$ cat src/hw/rtl/alc_pkg.sv
// shared constants, codes and types of the average-link clustering engine
package alc_pkg;

  localparam int unsigned MAX_POINTS = 64;
  localparam int unsigned MAX_DIMS   = 16;
  localparam int unsigned ID_SPACE   = 2 * MAX_POINTS;

  localparam int unsigned COORD_W = 16;
  localparam int unsigned DIMS_W  = 5;
  localparam int unsigned DIDX_W  = $clog2(MAX_DIMS);
  localparam int unsigned PIDX_W  = $clog2(MAX_POINTS);
  localparam int unsigned ID_W    = $clog2(ID_SPACE);
  localparam int unsigned PT_AW   = PIDX_W + DIDX_W;
  localparam int unsigned DM_AW   = 2 * ID_W;
  localparam int unsigned DIST_W  = 22;
  localparam int unsigned SIZE_W  = 7;
  localparam int unsigned SUM_W   = 36;
  localparam int unsigned SQ_IN_W = SUM_W + 8;
  localparam int unsigned NUM_W   = 30;
  localparam int unsigned PROD_W  = 38;

  localparam logic [1:0] STATUS_MERGE    = 2'd0;
  localparam logic [1:0] STATUS_TOO_FEW  = 2'd1;
  localparam logic [1:0] STATUS_TOO_MANY = 2'd2;

  typedef enum logic [16:0] {
    ST_LOAD     = 17'b00000000000000001,
    ST_END      = 17'b00000000000000010,
    ST_PD_RA    = 17'b00000000000000100,
    ST_PD_RB    = 17'b00000000000001000,
    ST_PD_ACC   = 17'b00000000000010000,
    ST_PD_SQ    = 17'b00000000000100000,
    ST_SRCH     = 17'b00000000001000000,
    ST_SRCH_END = 17'b00000000010000000,
    ST_SZ_A     = 17'b00000000100000000,
    ST_SZ_B     = 17'b00000001000000000,
    ST_SZ_C     = 17'b00000010000000000,
    ST_EMIT     = 17'b00000100000000000,
    ST_UP_CHK   = 17'b00001000000000000,
    ST_UP_RB    = 17'b00010000000000000,
    ST_UP_MB    = 17'b00100000000000000,
    ST_UP_DIV   = 17'b01000000000000000,
    ST_FIN      = 17'b10000000000000000
  } alc_state_e;

endpackage

$ cat src/hw/rtl/alc_div.sv
// restoring divider, one quotient bit per cycle, for the average-link update
module alc_div import alc_pkg::*; (
  input  logic                 clk_i,
  input  logic                 rst_ni,
  input  logic                 start_i,
  input  logic [NUM_W-1:0]     num_i,
  input  logic [SIZE_W-1:0]    den_i,
  output logic                 done_o,
  output logic [DIST_W-1:0]    quot_o
);

  localparam int unsigned CNT_W = $clog2(NUM_W);

  logic [NUM_W-1:0]  nq_q, nq_d;
  logic [SIZE_W-1:0] rem_q, rem_d;
  logic [SIZE_W-1:0] den_q, den_d;
  logic [CNT_W-1:0]  cnt_q, cnt_d;
  logic              busy_q, busy_d;
  logic              done_q, done_d;
  logic [SIZE_W:0]   shifted;
  logic              qbit;

  always_comb begin
    nq_d    = nq_q;
    rem_d   = rem_q;
    den_d   = den_q;
    cnt_d   = cnt_q;
    busy_d  = busy_q;
    done_d  = 1'b0;
    shifted = {rem_q, nq_q[NUM_W-1]};
    qbit    = (shifted >= {1'b0, den_q});
    if (start_i) begin
      nq_d   = num_i;
      rem_d  = '0;
      den_d  = den_i;
      cnt_d  = '0;
      busy_d = 1'b1;
    end else if (busy_q) begin
      rem_d = qbit ? SIZE_W'(shifted - {1'b0, den_q}) : shifted[SIZE_W-1:0];
      nq_d  = {nq_q[NUM_W-2:0], qbit};
      cnt_d = cnt_q + 1'b1;
      if (cnt_q == CNT_W'(NUM_W - 1)) begin
        busy_d = 1'b0;
        done_d = 1'b1;
      end
    end
  end

  always_ff @(posedge clk_i or negedge rst_ni) begin
    if (!rst_ni) begin
      busy_q <= 1'b0;
      done_q <= 1'b0;
      cnt_q  <= '0;
    end else begin
      busy_q <= busy_d;
      done_q <= done_d;
      cnt_q  <= cnt_d;
    end
  end

  always_ff @(posedge clk_i) begin
    nq_q  <= nq_d;
    rem_q <= rem_d;
    den_q <= den_d;
  end

  assign done_o = done_q;
  assign quot_o = nq_q[DIST_W-1:0];

endmodule

$ cat config.mk
export PLATFORM = sky130hd
export DESIGN_NAME = alc_div
export DESIGN_NICKNAME = d
export VERILOG_FILES = /design/src/hw/rtl/alc_pkg.sv /design/src/hw/rtl/alc_div.sv
export SDC_FILE = /design/constraint.sdc
export NUM_CORES = 1
export LEC_CHECK = 0
export BUFFER_PORTS_ARGS = -buffer_cell sky130_fd_sc_hd__buf_4
export CAP_MARGIN = 25
export CELL_PAD_IN_SITES_DETAIL_PLACEMENT = 1
export CELL_PAD_IN_SITES_GLOBAL_PLACEMENT = 2
export CORE_ASPECT_RATIO = 0.75
export CORE_UTILIZATION = 35
export CTS_CLUSTER_DIAMETER = 30
export DETAILED_ROUTE_END_ITERATION = 7
export GPL_ROUTABILITY_DRIVEN = 1
export GPL_TIMING_DRIVEN = 0
export PLACE_DENSITY = 0.82
export SETUP_SLACK_MARGIN = 0.4
export SLEW_MARGIN = 10
export SYNTH_ARGS = -nofsm -noshare
export SYNTH_HDL_FRONTEND = slang
export SYNTH_SLANG_ARGS = --single-unit
$ cat constraint.sdc
create_clock -name clk_i -period 3.1 [get_ports clk_i]
set_clock_uncertainty 0.2 [all_clocks]
set_input_delay 0.465 -clock clk_i [delete_from_list [all_inputs] [get_ports clk_i]]
set_output_delay 0.465 -clock clk_i [all_outputs]
set_load 0.05 [all_outputs]
==> summary.txt <==
Hold path
  – Hold Crit Class: primary input to flip-flop
  – Hold depth: 1

Yosys
  – Unique masters post-synth: 45
  – Dominant synthesized flop cell: edfxtp_1
  – Synth area leaders: edfxtp_1 40%, mux2_2 12%, dfrtp_1 6.3%
  – Synthesis-stage register bit count: 51
  – Synth Area per Inst: between 10 and 15 um^2
  – Dominant cell type by area after synthesis: edfxtp_1
  – Fraction of registers with async set or reset after synthesis: between 10 and 15%
  – Number of synthesized flops with an enable pin: 37
  – Cell Area, Synth: 2785 um^2
  – Register area share after synthesis: approximately half
  – Post-synth top cells: 37 x edfxtp_1, 29 x mux2_2, 23 x buf_4, 16 x nor2_1, 12 x inv_1
  – Synth Instances: about 230
  – Syn nets: roughly 280
  – Synth warnings: 0
  – Synth top area share: around 40%
  – Count leader, synth: edfxtp_1

STA
  – Tcrit/Tclk final: between 80 and 90%
  – Setup TNS: 0 ns
  – Max-slew violations: 0
  – Final worst path period need: approximately 2.5 ns
  – Final setup fails: 0
  – RSZ-0062 raised after global routing: no
  – Measured slew at the worst slew-check pin: roughly 0.54 ns
  – Relative slew margins: around 64%
  – Final Hold Vio Count: 0
  – Fmax: approximately 390 MHz

Global route
  – Largest net degree at the start of global routing: 31
  – Initial antenna violation count: 0
  – Gr usage total: between 15 and 20%
  – Remaining global-route overflow: 0
  – Global-route wire length before repair: approximately 10000 um
  – Vias in the first global route: between 1500 and 2000

Setup path
  – Worst setup EP type: flip-flop
  – Required time of the critical path: 3.13 ns
  – Crit path launch type: flip-flop
  – CP Class: flip-flop to flip-flop
  – Worst-path maximum fanout: 9
  – Arrival @ worst endpoint: 2.57 ns
  – Worst reg-to-reg path cell count: 9

Routing
  – Iter 0 DRT Violations: 41
  – Routed length on met3: roughly 290 um
  – DR pass1 iterations: 4
  – Antenna violation net count after detailed routing: 0
  – Post-DR vias/cell: between 4 and 5
  – Total number of vias: 1904
  – Max layer used: met4
  – Remaining DRCs: 0
  – Total Wirelength: just under 6000 um
  – WL met2: approximately 2700 um
  – Met1 Wirelength: 2895 um
  – Wirelength per Cell: 14.92 um

Placed design
  – # port buffers: 62
  – RD Place Congestion: around 0.77
  – Hpwl dp: between 4000 and 5000 um

Clock tree
  – Clock network latency to the later pin of the worst-skew pair: a little over 0.3 ns
  – H-tree depth: 2
  – TritonCTS clock tree: yes
  – Clk slew on worst S/H paths: approximately 0.1 ns
  – Post-CTS setup buffer count: 0
  – Clk buf depth: 2
  – CTS Root Cell: clkbuf_8
  – Num Clock Sinks: 51
  – CTS Buf Count: 5

Die
  – IO Pins: 63
  – Die Wd: 105.0 um
  – Core ar.: ~7500 um^2
  – # rows: 27
  – Die Ht: 79.26 um
  – Die ar.: roughly 8300 um^2
  – Initial Util: between 30% and 40%

Power and ir drop
  – Final Power: 2215 uW
  – Leak Pwr: between 0.001 and 0.0015 uW
  – Pwr/cell area: 628.3 nW/um^2
  – VDD IR max: between 200 and 250 uV

Finish
  – Diode count: 0
  – Area delta synth->final: 26.59%
  – Share of cells above drive strength 1: approximately 45%
  – Nets: between 300 and 400

Job
  – Max-cap viol count: 0

Run status
  – Status: complete, no violations
==> routing by layer <==
layer / GRT usage (%) / up-vias
met4: 3.944 / 0
met3: 4.023 / 2
met5: 0 / -
li1: - / 936
met1: 21.34 / 929
met2: 23.38 / 37
==> per-stage QoR <==
step / hold slack (ns) / area (um^2) / worst slack (ns) / utilization (%) / instances
final: 0.1279 / 3526 / 0.5576 / 46.80 / 399
after CTS: 0.1232 / 3526 / 0.5482 / 46.80 / 399
after floorplan: -0.03059 / 2785 / 0.7719 / - / 227
after global routing: 0.1158 / 3526 / 0.4365 / 46.80 / 399
after global placement: 0.08304 / 3377 / 0.03915 / 44.83 / 390
after detailed placement: 0.08471 / 3377 / 0.04172 / 44.83 / 390
==> power breakdown <==
part / internal, uW / leakage [uW] / switching (uW)
Sequential: 830 / 0.000535 / 63.9
Clock: 322 / 0.0000644 / 237
Combinational: 345 / 0.000884 / 418
Total: 1500 / 0.00148 / 719
==> area by class of cell <==
class                           count  area [um^2]
Fill cell                         811         4008
Sequential cell                    51         1426
Multi-Input combinational cell    129         1082
Timing Repair Buffer               63        475.5
Buffer                             35        234.0
Tap cell                          101        126.4
Clock buffer                        5        68.82
Clock inverter                      3        67.56
Inverter                           12        45.04
==> worst paths after layout <==
check                          from  endpoint  slack (ns)
hold / removal             den_i[5]  den_q[5]        0.13
hold reg to reg            nq_q[28]  nq_q[29]        0.36
setup reg to reg           nq_q[29]  rem_q[2]        0.56
setup / recovery           nq_q[29]  rem_q[2]        0.56
min in group asynchronous    rst_ni    done_o        0.29
max in group asynchronous    rst_ni  cnt_q[1]        2.29
==> kinds of logic after synthesis <==
family          count (synthesis)  share of synthesized area (%)
compound gates                 30                          9.389
xor+xnor                        7                          2.201
fa+ha+maj                      10                          4.762
buf+inv                        47                          10.02
flops                          51                          51.21
mux                            30                          12.08
simple gates                   52                          10.33
==> layout by cell type (no fill, tap or decap), types with 3 or more instances in the layout <==
cell type / n
mux2_2: 29
nor3b_1: 5
a41oi_1: 4
ha_1: 9
nor2_1: 16
clkbuf_8: 5
xnor2_1: 3
xor2_1: 4
inv_1: 12
nand2b_1: 6
buf_4: 85
nand2_1: 8
nand3b_1: 3
a21o_1: 4
a211oi_1: 4
clkbuf_1: 8
dfrtp_1: 7
edfxtp_1: 37
nand4_1: 5
dfxtp_1: 7
==> registers in the layout, indices dropped and copies added, names as in the netlist <==
name and cells:
den_q 7, busy_q 1, rem_q 7, nq_q 30
cnt_q 5, done_o 1
==> timing repair <==
item | 4_1_cts | 5_1_grt
hold buffers | 1 | 0
setup endpoints to repair | 30 | 0
hold endpoints to repair | 7 | 0
gates resized for setup | 1 | 0
==> worst max-delay path, stage by stage (launching register included) <==
cell and delay [ns]:
edfxtp_1 0.35, inv_1 0.08, ha_1 0.23, fa_1 0.39, nand2b_1 0.20, a211o_1 0.29, buf_6 0.14, and3_1 0.19
buf_6 0.14, a311oi_2 0.26
Power figures use the tool's default switching activity.
