$ cat src/hw/rtl/alc_pkg.sv
// shared constants, codes and types of the average-link clustering engine
package alc_pkg;

  localparam int unsigned MAX_POINTS = 64;
  localparam int unsigned MAX_DIMS   = 16;
  localparam int unsigned ID_SPACE   = 2 * MAX_POINTS;

  localparam int unsigned COORD_W = 16;
  localparam int unsigned DIMS_W  = 5;
  localparam int unsigned DIDX_W  = $clog2(MAX_DIMS);
  localparam int unsigned PIDX_W  = $clog2(MAX_POINTS);
  localparam int unsigned ID_W    = $clog2(ID_SPACE);
  localparam int unsigned PT_AW   = PIDX_W + DIDX_W;
  localparam int unsigned DM_AW   = 2 * ID_W;
  localparam int unsigned DIST_W  = 22;
  localparam int unsigned SIZE_W  = 7;
  localparam int unsigned SUM_W   = 36;
  localparam int unsigned SQ_IN_W = SUM_W + 8;
  localparam int unsigned NUM_W   = 30;
  localparam int unsigned PROD_W  = 38;

  localparam logic [1:0] STATUS_MERGE    = 2'd0;
  localparam logic [1:0] STATUS_TOO_FEW  = 2'd1;
  localparam logic [1:0] STATUS_TOO_MANY = 2'd2;

  typedef enum logic [16:0] {
    ST_LOAD     = 17'b00000000000000001,
    ST_END      = 17'b00000000000000010,
    ST_PD_RA    = 17'b00000000000000100,
    ST_PD_RB    = 17'b00000000000001000,
    ST_PD_ACC   = 17'b00000000000010000,
    ST_PD_SQ    = 17'b00000000000100000,
    ST_SRCH     = 17'b00000000001000000,
    ST_SRCH_END = 17'b00000000010000000,
    ST_SZ_A     = 17'b00000000100000000,
    ST_SZ_B     = 17'b00000001000000000,
    ST_SZ_C     = 17'b00000010000000000,
    ST_EMIT     = 17'b00000100000000000,
    ST_UP_CHK   = 17'b00001000000000000,
    ST_UP_RB    = 17'b00010000000000000,
    ST_UP_MB    = 17'b00100000000000000,
    ST_UP_DIV   = 17'b01000000000000000,
    ST_FIN      = 17'b10000000000000000
  } alc_state_e;

endpackage

$ cat src/hw/rtl/alc_isqrt.sv
// iterative integer square root, two radicand bits per cycle
module alc_isqrt import alc_pkg::*; (
  input  logic                 clk_i,
  input  logic                 rst_ni,
  input  logic                 start_i,
  input  logic [SQ_IN_W-1:0]   value_i,
  output logic                 done_o,
  output logic [DIST_W-1:0]    root_o
);

  logic [SQ_IN_W-1:0] rem_q, rem_d;
  logic [SQ_IN_W-1:0] res_q, res_d;
  logic [SQ_IN_W-1:0] bit_q, bit_d;
  logic               busy_q, busy_d;
  logic               done_q, done_d;
  logic [SQ_IN_W:0]   trial;

  always_comb begin
    rem_d  = rem_q;
    res_d  = res_q;
    bit_d  = bit_q;
    busy_d = busy_q;
    done_d = 1'b0;
    trial  = {1'b0, res_q} + {1'b0, bit_q};
    if (start_i) begin
      rem_d  = value_i;
      res_d  = '0;
      bit_d  = {2'b01, {(SQ_IN_W-2){1'b0}}};
      busy_d = 1'b1;
    end else if (busy_q) begin
      if ({1'b0, rem_q} >= trial) begin
        rem_d = rem_q - trial[SQ_IN_W-1:0];
        res_d = (res_q >> 1) + bit_q;
      end else begin
        res_d = res_q >> 1;
      end
      bit_d = bit_q >> 2;
      if (bit_q[0]) begin
        busy_d = 1'b0;
        done_d = 1'b1;
      end
    end
  end

  always_ff @(posedge clk_i or negedge rst_ni) begin
    if (!rst_ni) begin
      busy_q <= 1'b0;
      done_q <= 1'b0;
    end else begin
      busy_q <= busy_d;
      done_q <= done_d;
    end
  end

  always_ff @(posedge clk_i) begin
    rem_q <= rem_d;
    res_q <= res_d;
    bit_q <= bit_d;
  end

  assign done_o = done_q;
  assign root_o = res_q[DIST_W-1:0];

endmodule

$ cat config.mk
export PLATFORM = sky130hd
export DESIGN_NAME = alc_isqrt
export DESIGN_NICKNAME = d
export VERILOG_FILES = /design/src/hw/rtl/alc_pkg.sv /design/src/hw/rtl/alc_isqrt.sv
export SDC_FILE = /design/constraint.sdc
export NUM_CORES = 1
export LEC_CHECK = 0
export BUFFER_PORTS_ARGS = -buffer_cell sky130_fd_sc_hd__buf_2
export CAP_MARGIN = 10
export CORE_MARGIN = 8
export CORE_UTILIZATION = 55
export CTS_CLUSTER_SIZE = 16
export DETAILED_ROUTE_END_ITERATION = 8
export PLACE_DENSITY_LB_ADDON = 0.05
export SLEW_MARGIN = 20
export SYNTH_ARGS = -nofsm -noshare
export SYNTH_HDL_FRONTEND = slang
export SYNTH_SLANG_ARGS = --single-unit
$ cat constraint.sdc
create_clock -name clk_i -period 8.2 [get_ports clk_i]
set_input_delay 0.82 -clock clk_i [delete_from_list [all_inputs] [get_ports clk_i]]
set_output_delay 0.82 -clock clk_i [all_outputs]
set_load 0.02 [all_outputs]
==> flow_summary_export.csv <==
group,metric,value,unit
timing,finalSetupTns,0,ps
pwr,leakage,4.34,nW
cts,post-cts-setup-buffers,0,
floorplan,die_w,152,um
timing,fin_crit_sh,0.819,
placed_design,place_area,10400,sq um
cts,numCtsBuffers,9,
timing,fin_crit,6710,ps
worst_setup_path,rr_startpoint,"res_q[10]$_SDFFE_PP0P_",
layout,layout.nets,1402,
timing,max_freq,0.149,GHz
timing,worst_pin_slew,1080,ps
placed_design,preCtsSetupSlack,1570,ps
worst_setup_path,path_delay_family,"compound AO/OA/AOI/OAI gates",
pwr,pwr_density_cell,315,nW/um^2
yosys,synth-simple-area-share,0.176,
yosys,synth_area_per_cell,8.07,sq um
yosys,syn-num-nets,1394,
cts,cts_sinks,112,
placed_design,dp_hpwl,20700,um
worst_setup_path,cp.buffers_inverters,1,
yosys,synth-warning-count,0,
layout,area_growth,5.38,%
route,routed_wl,27300,um
timing,slew_headroom,0.278,
yosys,syn_inst,1256,
floorplan,initial_core_util,0.562,
yosys,synth-seq-cells,112,
global_routing,antenna_found_initial,0,
yosys,synthAdderAreaFrac,0.113,
cts,cts_tree,"built",
worst_setup_path,endpoint_kind,"flip-flop",
global_routing,grt_overflow_total,0,
cts,htree_levels,3,
timing,finalWorstSetupSlack,1490,ps
yosys,synth_xor_area_frac,0.0761,
yosys,synth.yosys.seq_area_share,0.266,
global_routing,grt_pass1_wl,43300,um
worst_setup_path,max_stage_delay,920,ps
pwr,ir_worst_vdd,0.262,mV
placed_design,portBuffers,69,
cts,clk_path_buf_depth,2,
timing,maxSlewViolCount,0,
yosys,synth-compound-area-share,0.275,
route,viasPerCell,6.17,
yosys,synth_top_family_by_area,"compound AO/OA/AOI/OAI gates",
floorplan,dieArea,23000,sq um
worst_setup_path,worst_setup_path_start_kind,"flip-flop",
min_path,hold_path_class,"in2async",
timing,finalHoldViolations,0,
layout,finalInstanceArea,10700,sq um
route,drcViolationCount,0,
route,dr.pass1.iters,5,
yosys,synth_edf_count,44,
yosys,ys_async_sr_fraction,0.0179,
yosys,synth_cell_types,79,
worst_setup_path,required,8180,ps
route,wl_per_cell,18.3,um
layout,fin_util,0.592,
worst_setup_path,crit_fanout,44,
floorplan,rows,49,
job,maxCapViolations,0,
yosys,ys.flop_type,"dfxtp_1",
worst_setup_path,rr_worst_depth,20,
run_status,status,"completed",
worst_setup_path,worstSetupPathType,"reg2reg",
worst_setup_path,ff2ff_setup_slack,1490,ps
layout,num_antenna_cells,0,
floorplan,core_area,18000,sq um
timing,holdWs,229,ps
cts,cts_hold_buf,0,
worst_setup_path,critPathArrivalTime,6690,ps
floorplan,die_h,152,um
global_routing,grt_pass1_vias,8518,
route,drt-initial-drc-count,576,
worst_setup_path,r2r_end,"rem_q[29]$_DFFE_PP_",
cts,clock_latency,370,ps
global_routing,grt_max_degree,81,
timing,rsz0062_at_grt,"false",
route,ant_nets,0,
timing,report.final.setup_viol,0,
global_routing,grtUsageTotal,0.235,
cts,root_buffer,"clkbuf_16",
worst_setup_path,worst_path_max_delay_cell,"a21o_2",
route,num_vias,9243,
timing,fin_skew,9.97,ps
layout,drive_above_1_share,0.0946,
yosys,synth_area,10100,sq um
cts,post_cts_resized,0,
worst_setup_path,worstPathCellList,"ha_1 > a31oi_1 > o21ai_0 > a21oi_1 > o22a_1 > a21boi_1 > o41ai_1 > o41ai_1 > a2111oi_0 > a311oi_1 > ha_1 > nand2_1 > nor2_1 > nand3_1 > nor4_1 > a2111oi_0 > o21ai_1 > o21a_1 > buf_4 > a21o_2",
placed_design,routabilityCongestion,0.949,
cts,path_clk_slew,80,ps
yosys,muxShareOfSynthArea,0.0404,
floorplan,num_io_pins,70,
[report_power, final]
part | internal, mW | switching, mW
combinational | 0.795 | 1.25
clock | 0.218 | 0.221
sequential | 0.794 | 0.0892
total | 1.81 | 1.56
[cell type report]
class	instances	area, sq um
repair buffers	74	385
flip-flops and latches	112	2700
inverters	36	135
fillers	1704	7350
well taps	229	287
clock inverters	5	35.0
clock buffers	11	243
multi-input cells	1031	6900
[layout by cell type, fill, tap and decap left out, drive strengths merged, types with 5 or more instances in the layout]
cell,n
a21o,29
nand3,25
o21ai,116
xor2,40
a31o,6
inv,40
a211o,5
nor2,120
o21a,13
o21bai,19
xnor2,48
a21oi,85
nor3,23
nand4,18
mux2i,33
o31ai,16
ha,90
o22ai,6
nand2,128
a31oi,35
and2,11
nor2b,10
or2,6
edfxtp,44
o211ai,7
mux2,7
a21boi,7
dfxtp,66
or3,21
buf,74
and3,10
a211oi,13
clkbuf,11
a311oi,25
[worst reg2reg max path, cell delays in order, from the launching register on]
cell,delay (ps)
dfxtp_1,470
ha_1,330
a31oi_1,330
o21ai_0,130
a21oi_1,360
o22a_1,250
a21boi_1,130
o41ai_1,550
o41ai_1,200
a2111oi_0,440
a311oi_1,100
ha_1,460
nand2_1,140
nor2_1,120
nand3_1,80
nor4_1,210
a2111oi_0,120
o21ai_1,360
o21a_1,210
buf_4,380
a21o_2,920
[flip-flops by register name, summed over array words and instances (netlist names)]
register  count
res_q        44
busy_q        1
rem_q        44
bit_q        22
done_o        1
[synthesized netlist by cell type (33+ instances only)]
cell / instances / share of area
a21oi_1: 83 / 0.041
a31oi_1: 35 / 0.022
clkbuf_1: 40 / 0.015
dfxtp_1: 66 / 0.13
edfxtp_1: 44 / 0.13
ha_1: 90 / 0.11
inv_1: 36 / 0.013
mux2i_1: 33 / 0.033
nand2_1: 128 / 0.047
nor2_1: 120 / 0.044
o21ai_0: 109 / 0.054
xnor2_1: 48 / 0.041
xor2_1: 40 / 0.035
[through the flow]
step           std cells  total power [mW]
6_report            1498              3.36
3_5_place_dp        1482              2.90
4_1_cts             1498              3.35
5_1_grt             1498              3.61
2_1_floorplan       1256              2.48
3_3_place_gp        1482              2.89
[metal layers]
layer | track usage | part of all wire | up-vias
li1 | - | - | 4672
met4 | 0.0730 | 0.024 | 0
met3 | 0.0374 | 0.047 | 40
met2 | 0.404 | 0.48 | 209
met1 | 0.297 | 0.45 | 4322
met5 | 0 | 0 | -
[cell families (layout without fill, tap and decap cells)]
kind of cell	Yosys count	after routing
AOI/OAI and AO/OA	422	422
buffers and inverters	113	126
adders and majority gates	91	91
xor gates and xnor gates	88	88
muxes	40	40
and+or+nand+nor	390	390
DFF	112	112
[worst max-delay path by stage]
| stage | cells past startpoint | start | slack [ps] | end |
|---|---|---|---|---|
| global route | 20 | res_q[10]$_SDFFE_PP0P_ | 910 | rem_q[31]$_DFFE_PP_ |
| floorplan | 23 | res_q[0]$_SDFFE_PP0P_ | 2440 | rem_q[0]$_DFFE_PP_ |
| global placement | 21 | bit_q[0]$_SDFFE_PP0P_ | 1890 | rem_q[43]$_DFFE_PP_ |
| detailed placement | 20 | res_q[10]$_SDFFE_PP0P_ | 1570 | rem_q[35]$_DFFE_PP_ |
| finish | 20 | res_q[10]$_SDFFE_PP0P_ | 1490 | rem_q[29]$_DFFE_PP_ |
| CTS | 20 | res_q[10]$_SDFFE_PP0P_ | 1550 | rem_q[31]$_DFFE_PP_ |
Note: power is estimated with default switching activity, not from simulation.
